## config.mk

```make
export PLATFORM = sky130hd
export DESIGN_NAME = digamma_fixed_point_flat
export DESIGN_NICKNAME = d
export VERILOG_FILES = /design/src/design/digf_pkg.sv /design/src/design/digf_if.sv /design/src/design/digf_div.sv /design/src/design/digamma_fixed_point.sv /design/src/flat_wrapper.sv
export SDC_FILE = /design/constraint.sdc
export NUM_CORES = 2
export LEC_CHECK = 0
export CORE_MARGIN = 4
export CORE_UTILIZATION = 45
export CTS_CLUSTER_DIAMETER = 60
export DETAILED_ROUTE_END_ITERATION = 10
export DONT_BUFFER_PORTS = 1
export MAX_ROUTING_LAYER = met4
export PLACE_DENSITY = 0.59
export SLEW_MARGIN = 30
export SYNTH_ARGS = -nofsm -noshare
export SYNTH_HDL_FRONTEND = slang
export SYNTH_HIERARCHICAL = 1
export SYNTH_SLANG_ARGS = --single-unit
```

## constraint.sdc

```tcl
create_clock -name i_clk -period 19.21 [get_ports i_clk]
set_input_delay 3.842 -clock i_clk [delete_from_list [all_inputs] [get_ports i_clk]]
set_output_delay 3.842 -clock i_clk [all_outputs]
set_load 0.02 [all_outputs]
```

## src/design/digf_pkg.sv

```systemverilog
// shared constants and sequencer state type for the fixed-point digamma block
`timescale 1ns / 1ps

package digf_pkg;

    localparam int FRAC_BITS = 16;
    localparam int QB        = 32;
    localparam int ACC_W     = 56;
    localparam int QUOT_W    = QB + FRAC_BITS + 1;

    localparam logic [31:0] LN2_Q32  = 32'd2977044472;
    localparam logic [31:0] C12_Q32  = 32'd357913941;
    localparam logic [31:0] C120_Q32 = 32'd35791394;
    localparam logic [31:0] C252_Q32 = 32'd17043521;

    localparam logic [31:0] THR_Y = 32'(12) << FRAC_BITS;
    localparam logic [31:0] ONE_Y = 32'(1) << FRAC_BITS;

    localparam logic [47:0] OUT_MAX  = 48'h7FFF_FFFF_FFFF;
    localparam logic [47:0] OUT_MINM = 48'h8000_0000_0000;

    typedef enum logic [4:0] {
        ST_IDLE,
        ST_CHECK,
        ST_DIV_REC,
        ST_WAIT_REC,
        ST_DIV_R,
        ST_WAIT_R,
        ST_NORM,
        ST_SQ,
        ST_LN_I,
        ST_LN_F,
        ST_R2,
        ST_T1,
        ST_T2,
        ST_T3,
        ST_T4,
        ST_T5,
        ST_ACC1,
        ST_ACC2,
        ST_ACC3,
        ST_ROUND,
        ST_DONE
    } t_state;

endpackage

```

## src/design/digf_if.sv

```systemverilog
// stream interfaces for the argument and result channels
`timescale 1ns / 1ps

interface digf_in_if;
    logic        valid;
    logic        ready;
    logic [31:0] x_value;
    modport source (output valid, output x_value, input ready);
    modport sink   (input valid, input x_value, output ready);
endinterface

interface digf_out_if;
    logic               valid;
    logic               ready;
    logic signed [47:0] psi_value;
    logic               invalid_arg;
    logic               saturated;
    modport source (output valid, output psi_value, output invalid_arg, output saturated,
                    input ready);
    modport sink   (input valid, input psi_value, input invalid_arg, input saturated,
                    output ready);
endinterface

```

## src/design/digf_div.sv

```systemverilog
// radix-2 restoring divider, one quotient bit per cycle
`timescale 1ns / 1ps

module digf_div (
    input  logic                          i_clk,
    input  logic                          i_rst_n,
    input  logic                          i_start,
    input  logic [digf_pkg::QUOT_W-1:0]   i_dividend,
    input  logic [31:0]                   i_divisor,
    output logic                          o_done,
    output logic [digf_pkg::QUOT_W-1:0]   o_quot
);

    logic [31:0]                 r_rem;
    logic [31:0]                 r_div;
    logic [digf_pkg::QUOT_W-1:0] r_quot;
    logic [5:0]                  r_cnt;
    logic                        r_busy;
    logic                        r_done;
    logic [32:0]                 trial;
    logic                        fits;

    assign trial  = {r_rem, r_quot[digf_pkg::QUOT_W-1]};
    assign fits   = trial >= {1'b0, r_div};
    assign o_done = r_done;
    assign o_quot = r_quot;

    always_ff @(posedge i_clk) begin
        if (!i_rst_n) begin
            r_busy <= 1'b0;
            r_done <= 1'b0;
            r_cnt  <= '0;
        end else begin
            r_done <= 1'b0;
            if (i_start) begin
                r_busy <= 1'b1;
                r_cnt  <= '0;
                r_rem  <= '0;
                r_div  <= i_divisor;
                r_quot <= i_dividend;
            end else if (r_busy) begin
                r_rem  <= fits ? 32'(trial - {1'b0, r_div}) : trial[31:0];
                r_quot <= {r_quot[digf_pkg::QUOT_W-2:0], fits};
                r_cnt  <= r_cnt + 6'd1;
                if (r_cnt == 6'(digf_pkg::QUOT_W - 1)) begin
                    r_busy <= 1'b0;
                    r_done <= 1'b1;
                end
            end
        end
    end

endmodule

```

## src/design/digamma_fixed_point.sv

```systemverilog
// fixed-point digamma: recurrence, logarithm and asymptotic series on shared units
// usage
//  - i_in carries one unsigned q16.16 argument per transaction (valid/ready)
//  - o_out carries psi in signed q31.16 plus invalid and saturation flags
//  - one argument in flight: i_in.ready is high only while the sequencer idles
//  - zero argument answers in the cycle after acceptance with invalid set
//  - each reciprocal runs on the bit-serial divider; below 12 the recurrence
//    needs ceil(12 - x) of them plus the final one
//  - log: up to 12 normalising shifts then 32 squaring rounds on the multiplier
//  - then the series terms and the final sum with rounding and saturation
//  - the next argument is taken once the result has left
//  - the result holds on o_out until o_out.ready; no new argument is taken meanwhile
//  - synchronous active-low reset returns the sequencer to idle and drops o_out.valid
`timescale 1ns / 1ps

module digamma_fixed_point (
    input  logic       i_clk,
    input  logic       i_rst_n,
    digf_in_if.sink    i_in,
    digf_out_if.source o_out
);

    digf_pkg::t_state r_state, n_state;

    logic [31:0]                   r_y;
    logic [31:0]                   r_r;
    logic [30:0]                   r_m;
    logic [31:0]                   r_frac;
    logic [3:0]                    r_k;
    logic [4:0]                    r_cnt;
    logic [36:0]                   r_lnv;
    logic [31:0]                   r_r2;
    logic [31:0]                   r_t;
    logic signed [digf_pkg::ACC_W-1:0] r_acc;
    logic signed [47:0]            r_psi;
    logic                          r_inv;
    logic                          r_sat;

    // shared multiplier
    logic [31:0] mul_a, mul_b;
    logic [63:0] prod;
    logic [31:0] prod_rnd;

    // divider
    logic                          div_start;
    logic                          div_done;
    logic [digf_pkg::QUOT_W-1:0]   div_quot;
    logic [digf_pkg::QUOT_W-1:0]   dividend;

    // rounding of the final sum
    logic [digf_pkg::ACC_W-1:0]    mag;
    logic [digf_pkg::ACC_W-1:0]    mag_rnd;
    logic [47:0]                   q48;

    assign prod     = mul_a * mul_b;
    assign prod_rnd = prod[63:32] + {31'd0, prod[31]};
    assign dividend = (digf_pkg::QUOT_W'(1) << (digf_pkg::QB + digf_pkg::FRAC_BITS))
                      + digf_pkg::QUOT_W'(r_y >> 1);

    assign mag     = r_acc[digf_pkg::ACC_W-1] ? digf_pkg::ACC_W'(-r_acc)
                                              : digf_pkg::ACC_W'(r_acc);
    assign mag_rnd = mag + digf_pkg::ACC_W'(1 << (digf_pkg::QB - digf_pkg::FRAC_BITS - 1));
    assign q48     = 48'(mag_rnd >> (digf_pkg::QB - digf_pkg::FRAC_BITS));

    digf_div u_div (
        .i_clk      (i_clk),
        .i_rst_n    (i_rst_n),
        .i_start    (div_start),
        .i_dividend (dividend),
        .i_divisor  (r_y),
        .o_done     (div_done),
        .o_quot     (div_quot)
    );

    // next state
    always_comb begin
        n_state = r_state;
        unique case (r_state)
            digf_pkg::ST_IDLE: begin
                if (i_in.valid) begin
                    n_state = (i_in.x_value == 32'd0) ? digf_pkg::ST_DONE : digf_pkg::ST_CHECK;
                end
            end
            digf_pkg::ST_CHECK: begin
                n_state = (r_y < digf_pkg::THR_Y) ? digf_pkg::ST_DIV_REC : digf_pkg::ST_DIV_R;
            end
            digf_pkg::ST_DIV_REC:  n_state = digf_pkg::ST_WAIT_REC;
            digf_pkg::ST_WAIT_REC: if (div_done) n_state = digf_pkg::ST_CHECK;
            digf_pkg::ST_DIV_R:    n_state = digf_pkg::ST_WAIT_R;
            digf_pkg::ST_WAIT_R:   if (div_done) n_state = digf_pkg::ST_NORM;
            digf_pkg::ST_NORM:     if (r_y[31]) n_state = digf_pkg::ST_SQ;
            digf_pkg::ST_SQ:       if (r_cnt == 5'd31) n_state = digf_pkg::ST_LN_I;
            digf_pkg::ST_LN_I:     n_state = digf_pkg::ST_LN_F;
            digf_pkg::ST_LN_F:     n_state = digf_pkg::ST_R2;
            digf_pkg::ST_R2:       n_state = digf_pkg::ST_T1;
            digf_pkg::ST_T1:       n_state = digf_pkg::ST_T2;
            digf_pkg::ST_T2:       n_state = digf_pkg::ST_T3;
            digf_pkg::ST_T3:       n_state = digf_pkg::ST_T4;
            digf_pkg::ST_T4:       n_state = digf_pkg::ST_T5;
            digf_pkg::ST_T5:       n_state = digf_pkg::ST_ACC1;
            digf_pkg::ST_ACC1:     n_state = digf_pkg::ST_ACC2;
            digf_pkg::ST_ACC2:     n_state = digf_pkg::ST_ACC3;
            digf_pkg::ST_ACC3:     n_state = digf_pkg::ST_ROUND;
            digf_pkg::ST_ROUND:    n_state = digf_pkg::ST_DONE;
            digf_pkg::ST_DONE:     if (o_out.ready) n_state = digf_pkg::ST_IDLE;
            default:               n_state = digf_pkg::ST_IDLE;
        endcase
    end

    // control outputs and multiplier operand selection
    always_comb begin
        mul_a     = 32'd0;
        mul_b     = 32'd0;
        div_start = 1'b0;
        unique case (r_state)
            digf_pkg::ST_DIV_REC,
            digf_pkg::ST_DIV_R: div_start = 1'b1;
            digf_pkg::ST_SQ: begin
                mul_a = {1'b0, r_m};
                mul_b = {1'b0, r_m};
            end
            digf_pkg::ST_LN_I: begin
                // integer part of log2 is 15 minus the normalising shift count
                mul_a = {28'd0, 4'd15 - r_k};
                mul_b = digf_pkg::LN2_Q32;
            end
            digf_pkg::ST_LN_F: begin
                mul_a = r_frac;
                mul_b = digf_pkg::LN2_Q32;
            end
            digf_pkg::ST_R2: begin
                mul_a = r_r;
                mul_b = r_r;
            end
            digf_pkg::ST_T1: begin
                mul_a = digf_pkg::C252_Q32;
                mul_b = r_r2;
            end
            digf_pkg::ST_T3,
            digf_pkg::ST_T5: begin
                mul_a = r_t;
                mul_b = r_r2;
            end
            default: begin
                mul_a = 32'd0;
                mul_b = 32'd0;
            end
        endcase
    end

    assign i_in.ready        = (r_state == digf_pkg::ST_IDLE);
    assign o_out.valid       = (r_state == digf_pkg::ST_DONE);
    assign o_out.psi_value   = r_psi;
    assign o_out.invalid_arg = r_inv;
    assign o_out.saturated   = r_sat;

    always_ff @(posedge i_clk) begin
        if (!i_rst_n) begin
            r_state <= digf_pkg::ST_IDLE;
        end else begin
            r_state <= n_state;
        end
    end

    // datapath
    always_ff @(posedge i_clk) begin
        unique case (r_state)
            digf_pkg::ST_IDLE: begin
                r_y   <= i_in.x_value;
                r_acc <= '0;
                r_psi <= '0;
                r_inv <= 1'b1;
                r_sat <= 1'b0;
            end
            digf_pkg::ST_WAIT_REC: begin
                if (div_done) begin
                    r_acc <= r_acc - $signed({7'd0, div_quot});
                    r_y   <= r_y + digf_pkg::ONE_Y;
                end
            end
            digf_pkg::ST_WAIT_R: begin
                r_r <= div_quot[31:0];
                r_k <= 4'd0;
            end
            digf_pkg::ST_NORM: begin
                // bring the top bit to bit 31, mantissa sits with its top at bit 30
                if (r_y[31]) begin
                    r_m    <= r_y[31:1];
                    r_cnt  <= 5'd0;
                    r_frac <= 32'd0;
                end else begin
                    r_y <= r_y << 1;
                    r_k <= r_k + 4'd1;
                end
            end
            digf_pkg::ST_SQ: begin
                r_cnt  <= r_cnt + 5'd1;
                r_frac <= {r_frac[30:0], prod[61]};
                r_m    <= prod[61] ? prod[61:31] : prod[60:30];
            end
            digf_pkg::ST_LN_I:  r_lnv <= prod[36:0];
            digf_pkg::ST_LN_F:  r_lnv <= r_lnv + {5'd0, prod_rnd};
            digf_pkg::ST_R2:    r_r2  <= prod_rnd;
            digf_pkg::ST_T1:    r_t   <= prod_rnd;
            digf_pkg::ST_T2:    r_t   <= digf_pkg::C120_Q32 - r_t;
            digf_pkg::ST_T3:    r_t   <= prod_rnd;
            digf_pkg::ST_T4:    r_t   <= digf_pkg::C12_Q32 - r_t;
            digf_pkg::ST_T5:    r_t   <= prod_rnd;
            digf_pkg::ST_ACC1:  r_acc <= r_acc + $signed({19'd0, r_lnv});
            digf_pkg::ST_ACC2:  r_acc <= r_acc - $signed({25'd0, r_r[31:1]});
            digf_pkg::ST_ACC3:  r_acc <= r_acc - $signed({24'd0, r_t});
            digf_pkg::ST_ROUND: begin
                // round half away from zero, then clamp to the 48-bit range
                r_inv <= 1'b0;
                if (r_acc[digf_pkg::ACC_W-1]) begin
                    if (q48 > digf_pkg::OUT_MINM) begin
                        r_psi <= $signed(digf_pkg::OUT_MINM);
                        r_sat <= 1'b1;
                    end else begin
                        r_psi <= $signed(48'(-q48));
                        r_sat <= 1'b0;
                    end
                end else begin
                    if (q48 > digf_pkg::OUT_MAX) begin
                        r_psi <= $signed(digf_pkg::OUT_MAX);
                        r_sat <= 1'b1;
                    end else begin
                        r_psi <= $signed(q48);
                        r_sat <= 1'b0;
                    end
                end
            end
            default: begin
            end
        endcase
    end

endmodule

```

## src/flat_wrapper.sv

```systemverilog
// flat-port wrapper written by rule: the top's interface ports become plain ports
module digamma_fixed_point_flat 
  (i_clk, i_rst_n, i_in_valid, i_in_x_value, i_in_ready, o_out_valid, o_out_psi_value, o_out_invalid_arg, o_out_saturated, o_out_ready);
  digf_in_if i_in_i ();
  digf_out_if o_out_i ();
  input  logic i_clk;
  input  logic i_rst_n;
  input wire logic [$bits(i_in_i.valid)-1:0] i_in_valid;
  input wire logic [$bits(i_in_i.x_value)-1:0] i_in_x_value;
  output wire logic [$bits(i_in_i.ready)-1:0] i_in_ready;
  output wire logic [$bits(o_out_i.valid)-1:0] o_out_valid;
  output wire logic [$bits(o_out_i.psi_value)-1:0] o_out_psi_value;
  output wire logic [$bits(o_out_i.invalid_arg)-1:0] o_out_invalid_arg;
  output wire logic [$bits(o_out_i.saturated)-1:0] o_out_saturated;
  input wire logic [$bits(o_out_i.ready)-1:0] o_out_ready;
  assign i_in_i.valid = i_in_valid;
  assign i_in_i.x_value = i_in_x_value;
  assign i_in_ready = i_in_i.ready;
  assign o_out_valid = o_out_i.valid;
  assign o_out_psi_value = o_out_i.psi_value;
  assign o_out_invalid_arg = o_out_i.invalid_arg;
  assign o_out_saturated = o_out_i.saturated;
  assign o_out_i.ready = o_out_ready;
  digamma_fixed_point u_core (.i_clk(i_clk), .i_rst_n(i_rst_n), .i_in(i_in_i), .o_out(o_out_i));
endmodule
```

==> key figures <==
Outcome
  • Status: completed

STA
  • Endpoints failing setup: 0
  • Worst slew pin tran: approximately 1100 ps
  • Tmin final: 16110 ps
  • Part of the cycle the worst path needs: 0.839
  • Fmax: a little over 60 MHz
  • Rel. slew slack: 0.285
  • Fin. max-slew vios: 0
  • Clock Skew: 62.1 ps
  • Setup TNS: 0 ps
  • RSZ-0062 raised after global routing: false
  • Final setup margin: between 3000 and 4000 ps
  • Hold Violations, Final: 0

Power and ir drop
  • Flop pwr share: 0.355
  • Clock power frac: 0.201
  • Worst VDD drop: around 0.088 mV
  • Switching share of power: 0.436
  • Logic pwr share: 0.443
  • Pleak: just over 30 nW
  • Power per Cell Area: between 70 and 80 nW/um^2
  • Sw Pwr: roughly 2.4 mW
  • Int Power: 3.12 mW

CTS
  • Clk sinks: about 470
  • Setup Buffers After CTS: 0
  • Clk buf depth: 3
  • CTS Hold Bufs: 0
  • Clock Latency Late Sink: ~660 ps
  • Clk pin slew, worst setup/hold paths: roughly 60 ps
  • H-tree lvl count: 2
  • TritonCTS buffer count: 55
  • PostCTS Resize Cnt: 0
  • Root buffer cell: clkbuf_16
  • CTS tree: done

Hold path
  • Hold Path Stages: 0
  • Hold EP: u_core/u_div/r_div[0]
  • Hold Startpoint: u_core/r_y[0]
  • Hold Path Class: register to register

Place
  • Buffers added on ports: 0
  • Pre-CTS setup slack: 3550 ps
  • GPL Wtd Cong: approximately 0.98
  • Post-DP HPWL: 183000 um
  • Dpl cells: 9068

Synth
  • Simple-Gate Fraction of Synth Area: 0.166
  • XOR/XNOR Fraction of Synth Area: 0.0465
  • Post-synth cell types: 100
  • Mux share of post-synthesis cell area: 0.0131
  • Complex-gate fraction of the synthesized area: 0.131
  • Mapped cell area: about 66000 um^2
  • Largest family of logic cells by synthesized area: adder cells
  • Post-synthesis sequential area ratio: 0.211
  • Register bit total from synthesis: between 400 and 500
  • Post-Syn Area per Cell: 8.92 um^2
  • Async S/R FF share, synth: 0
  • Post-synth top flop: edfxtp_1
  • Mapped Cells: 7397
  • Post-synth EDFFs: 455
  • Area share of fa/ha/maj cells after synthesis: 0.348
  • Synth Warn #: 6

Worst setup path
  • Worst R2R Setup Slack: between 3000 and 4000 ps
  • WS Path Type: register to register
  • Sum of buffers and inverters on the critical path: 6
  • Worst Setup SP: u_core/r_state[2]
  • Max stage delay cell, worst path: xor2_1
  • Critical Path Sink Type: register
  • CP Data Arrival Time: 16470 ps
  • Startpoint types: register
  • Crit-path max cell delay: roughly 750 ps
  • R2r startpoint: u_core/r_state[2]
  • CP delay by family, top: adder cells
  • R2R Path End: u_core/r_lnv[34]
  • CP most frequent cell: fa_1
  • Crit-path max FO: 57
  • Worst EP required: 19560 ps
  • FF-to-FF path depth: 42

Floorplanning
  • Initial core utilization: 0.453
  • Rows: 140
  • IO Pins: a little under 90
  • Core box area: about 150000 um^2
  • Die width: slightly below 400 um
  • Die Area: 153000 um^2
  • Die extent in y: 391 um

Detailed routing
  • Vias: 54900
  • Post-route ant nets: 0
  • WL final: ~230000 um
  • DRC: 0
  • Drt first pass iters: 7
  • Routed len/inst: around 25 um
  • DR vias/cell: around 6
  • Detailed Route Iter0 Violations: roughly 5400

GRT
  • Vias in the first global route: between 50000 and 60000
  • Global-route wire length before repair: 349000 um
  • Antenna violations before repair: 8
  • Gr busiest metal: met2
  • Grt ovf: 0
  • M1 GR Usage: 0.425
  • Met2 usage: 0.468
  • Met3 Track Usage GR: 0.0529
  • Pin count of the biggest net entering global routing: 93
  • Total global-route track usage: 0.313

Finish
  • FF/Latch Area: 13900 um^2
  • Post-layout util: 0.482
  • Area Overhead vs Synth: 6.40%
  • Total Nets Final: 8540
  • Fillers: 14000
  • Area of the multi-input gates: ~47000 um^2
  • Layout cell share with drive strength beyond 1: 0.0569
  • Fin cells: between 9000 and 10000

Job
  • Max-Cap Viols: 0
through the flow:
step	cell area (um^2)	power [mW]	hold slack, ps
detailed placement	68300	4.39	449
global route	70200	5.87	470
finish	70200	5.52	464
CTS	70100	5.52	464
global placement	68200	4.35	449
floorplan	66000	3.70	427
registers in the layout (all words and copies together), names as in the netlist, 4 cells and up:
signal                  flops
u_core/r_state              5
u_core/r_cnt                5
u_core/r_lnv               37
u_core/r_k                  4
u_core/r_t                 32
u_core/r_y                 32
u_core/r_r2                32
u_core/r_frac              32
u_core/u_div/o_quot        49
u_core/u_div/r_div         32
u_core/r_acc               56
u_core/r_m                 31
u_core/u_div/r_cnt          6
u_core/r_r                 32
u_core/o_out.psi_value     48
u_core/u_div/r_rem         32
worst max-delay path by stage:
stage                        to  depth (start not counted)  slack, ps
3_3_place_gp   u_core/r_lnv[33]                         43       3600
6_report       u_core/r_lnv[34]                         42       3100
3_5_place_dp   u_core/r_lnv[34]                         42       3550
4_1_cts        u_core/r_lnv[34]                         42       3430
2_1_floorplan  u_core/r_lnv[33]                         51       5820
5_1_grt        u_core/r_lnv[35]                         45       2540
logic make-up after synthesis:
logic type	after synthesis
and+or+nand+nor	2459
DFF	468
xor gates and xnor gates	349
AOI/OAI and AO/OA	1275
muxes	80
adders and majority gates	1296
buffers and inverters	1468
other	2
synth_stat cells, types with 36 or more instances:
cell type / n / area [um^2]
nand4_1: 56 / 350
nor2_1: 919 / 3450
xnor2_1: 197 / 1730
nor2b_1: 56 / 350
nand2b_1: 40 / 250
a31oi_1: 62 / 388
edfxtp_1: 455 / 13700
a221oi_1: 47 / 412
and2_1: 87 / 544
and3_1: 46 / 288
fa_1: 899 / 18000
a22o_1: 58 / 508
ha_1: 397 / 4970
clkbuf_1: 369 / 1390
nand3_1: 89 / 445
nand2_1: 867 / 3250
o221ai_1: 41 / 359
inv_1: 1050 / 3940
nor3_1: 94 / 470
nor4_1: 55 / 344
o21ai_0: 248 / 1240
a21o_1: 128 / 961
buf_1: 36 / 135
mux2_2: 52 / 586
a21oi_1: 296 / 1480
a221o_1: 56 / 561
xor2_1: 151 / 1320
routing by layer:
metal  share of wire  vias to the layer above  wire, um
met4           0.053                        0     12500
li1                -                    24100         -
met1            0.42                    27500     97400
met5               0                        -         0
met3           0.089                      584     20800
met2            0.44                     2664    103000
cell usage in the layout (no fill, tap or decap), types with 58 or more instances in the layout:
cell type / synthesis / routed
a21oi_1: 296 / 287
a31oi_1: 62 / 62
fa_1: 899 / 899
edfxtp_1: 455 / 455
buf_4: 4 / 151
a22o_1: 58 / 58
nand3_1: 89 / 89
and2_1: 87 / 87
nand2_1: 867 / 865
a21o_1: 128 / 128
xor2_1: 151 / 151
inv_1: 1050 / 1049
xnor2_1: 197 / 193
nor2_1: 919 / 914
o21ai_0: 248 / 248
nor3_1: 94 / 93
ha_1: 397 / 397
layout make-up:
class,count,area share
diodes,10,0.000357
clock buffers,57,0.0197
clock inverters,45,0.00695
inverters,1051,0.0562
multi-input cells,5478,0.667
flip-flops and latches,468,0.198
well taps,1917,0.0342
repair buffers,154,0.0168
power groups by stage:
stage	combinational, mW	sequential, mW	clock, mW
finish	2.45	1.96	1.11
global route	2.71	1.99	1.18
CTS	2.43	1.96	1.14
detailed placement	2.41	1.97	0
global placement	2.39	1.97	0
floorplan	1.94	1.77	0
worst register-to-register path, delay by kind of cell (launching register included):
kind,cells,cell delay [ps]
adder cells (fa/ha/maj),10,5090
buffers and inverters,6,1590
flip-flops,1,570
AO/OA/AOI/OAI,13,3550
AND/OR/NAND/NOR,11,4130
XOR/XNOR,2,900
Note: power is estimated with default switching activity, not from simulation.
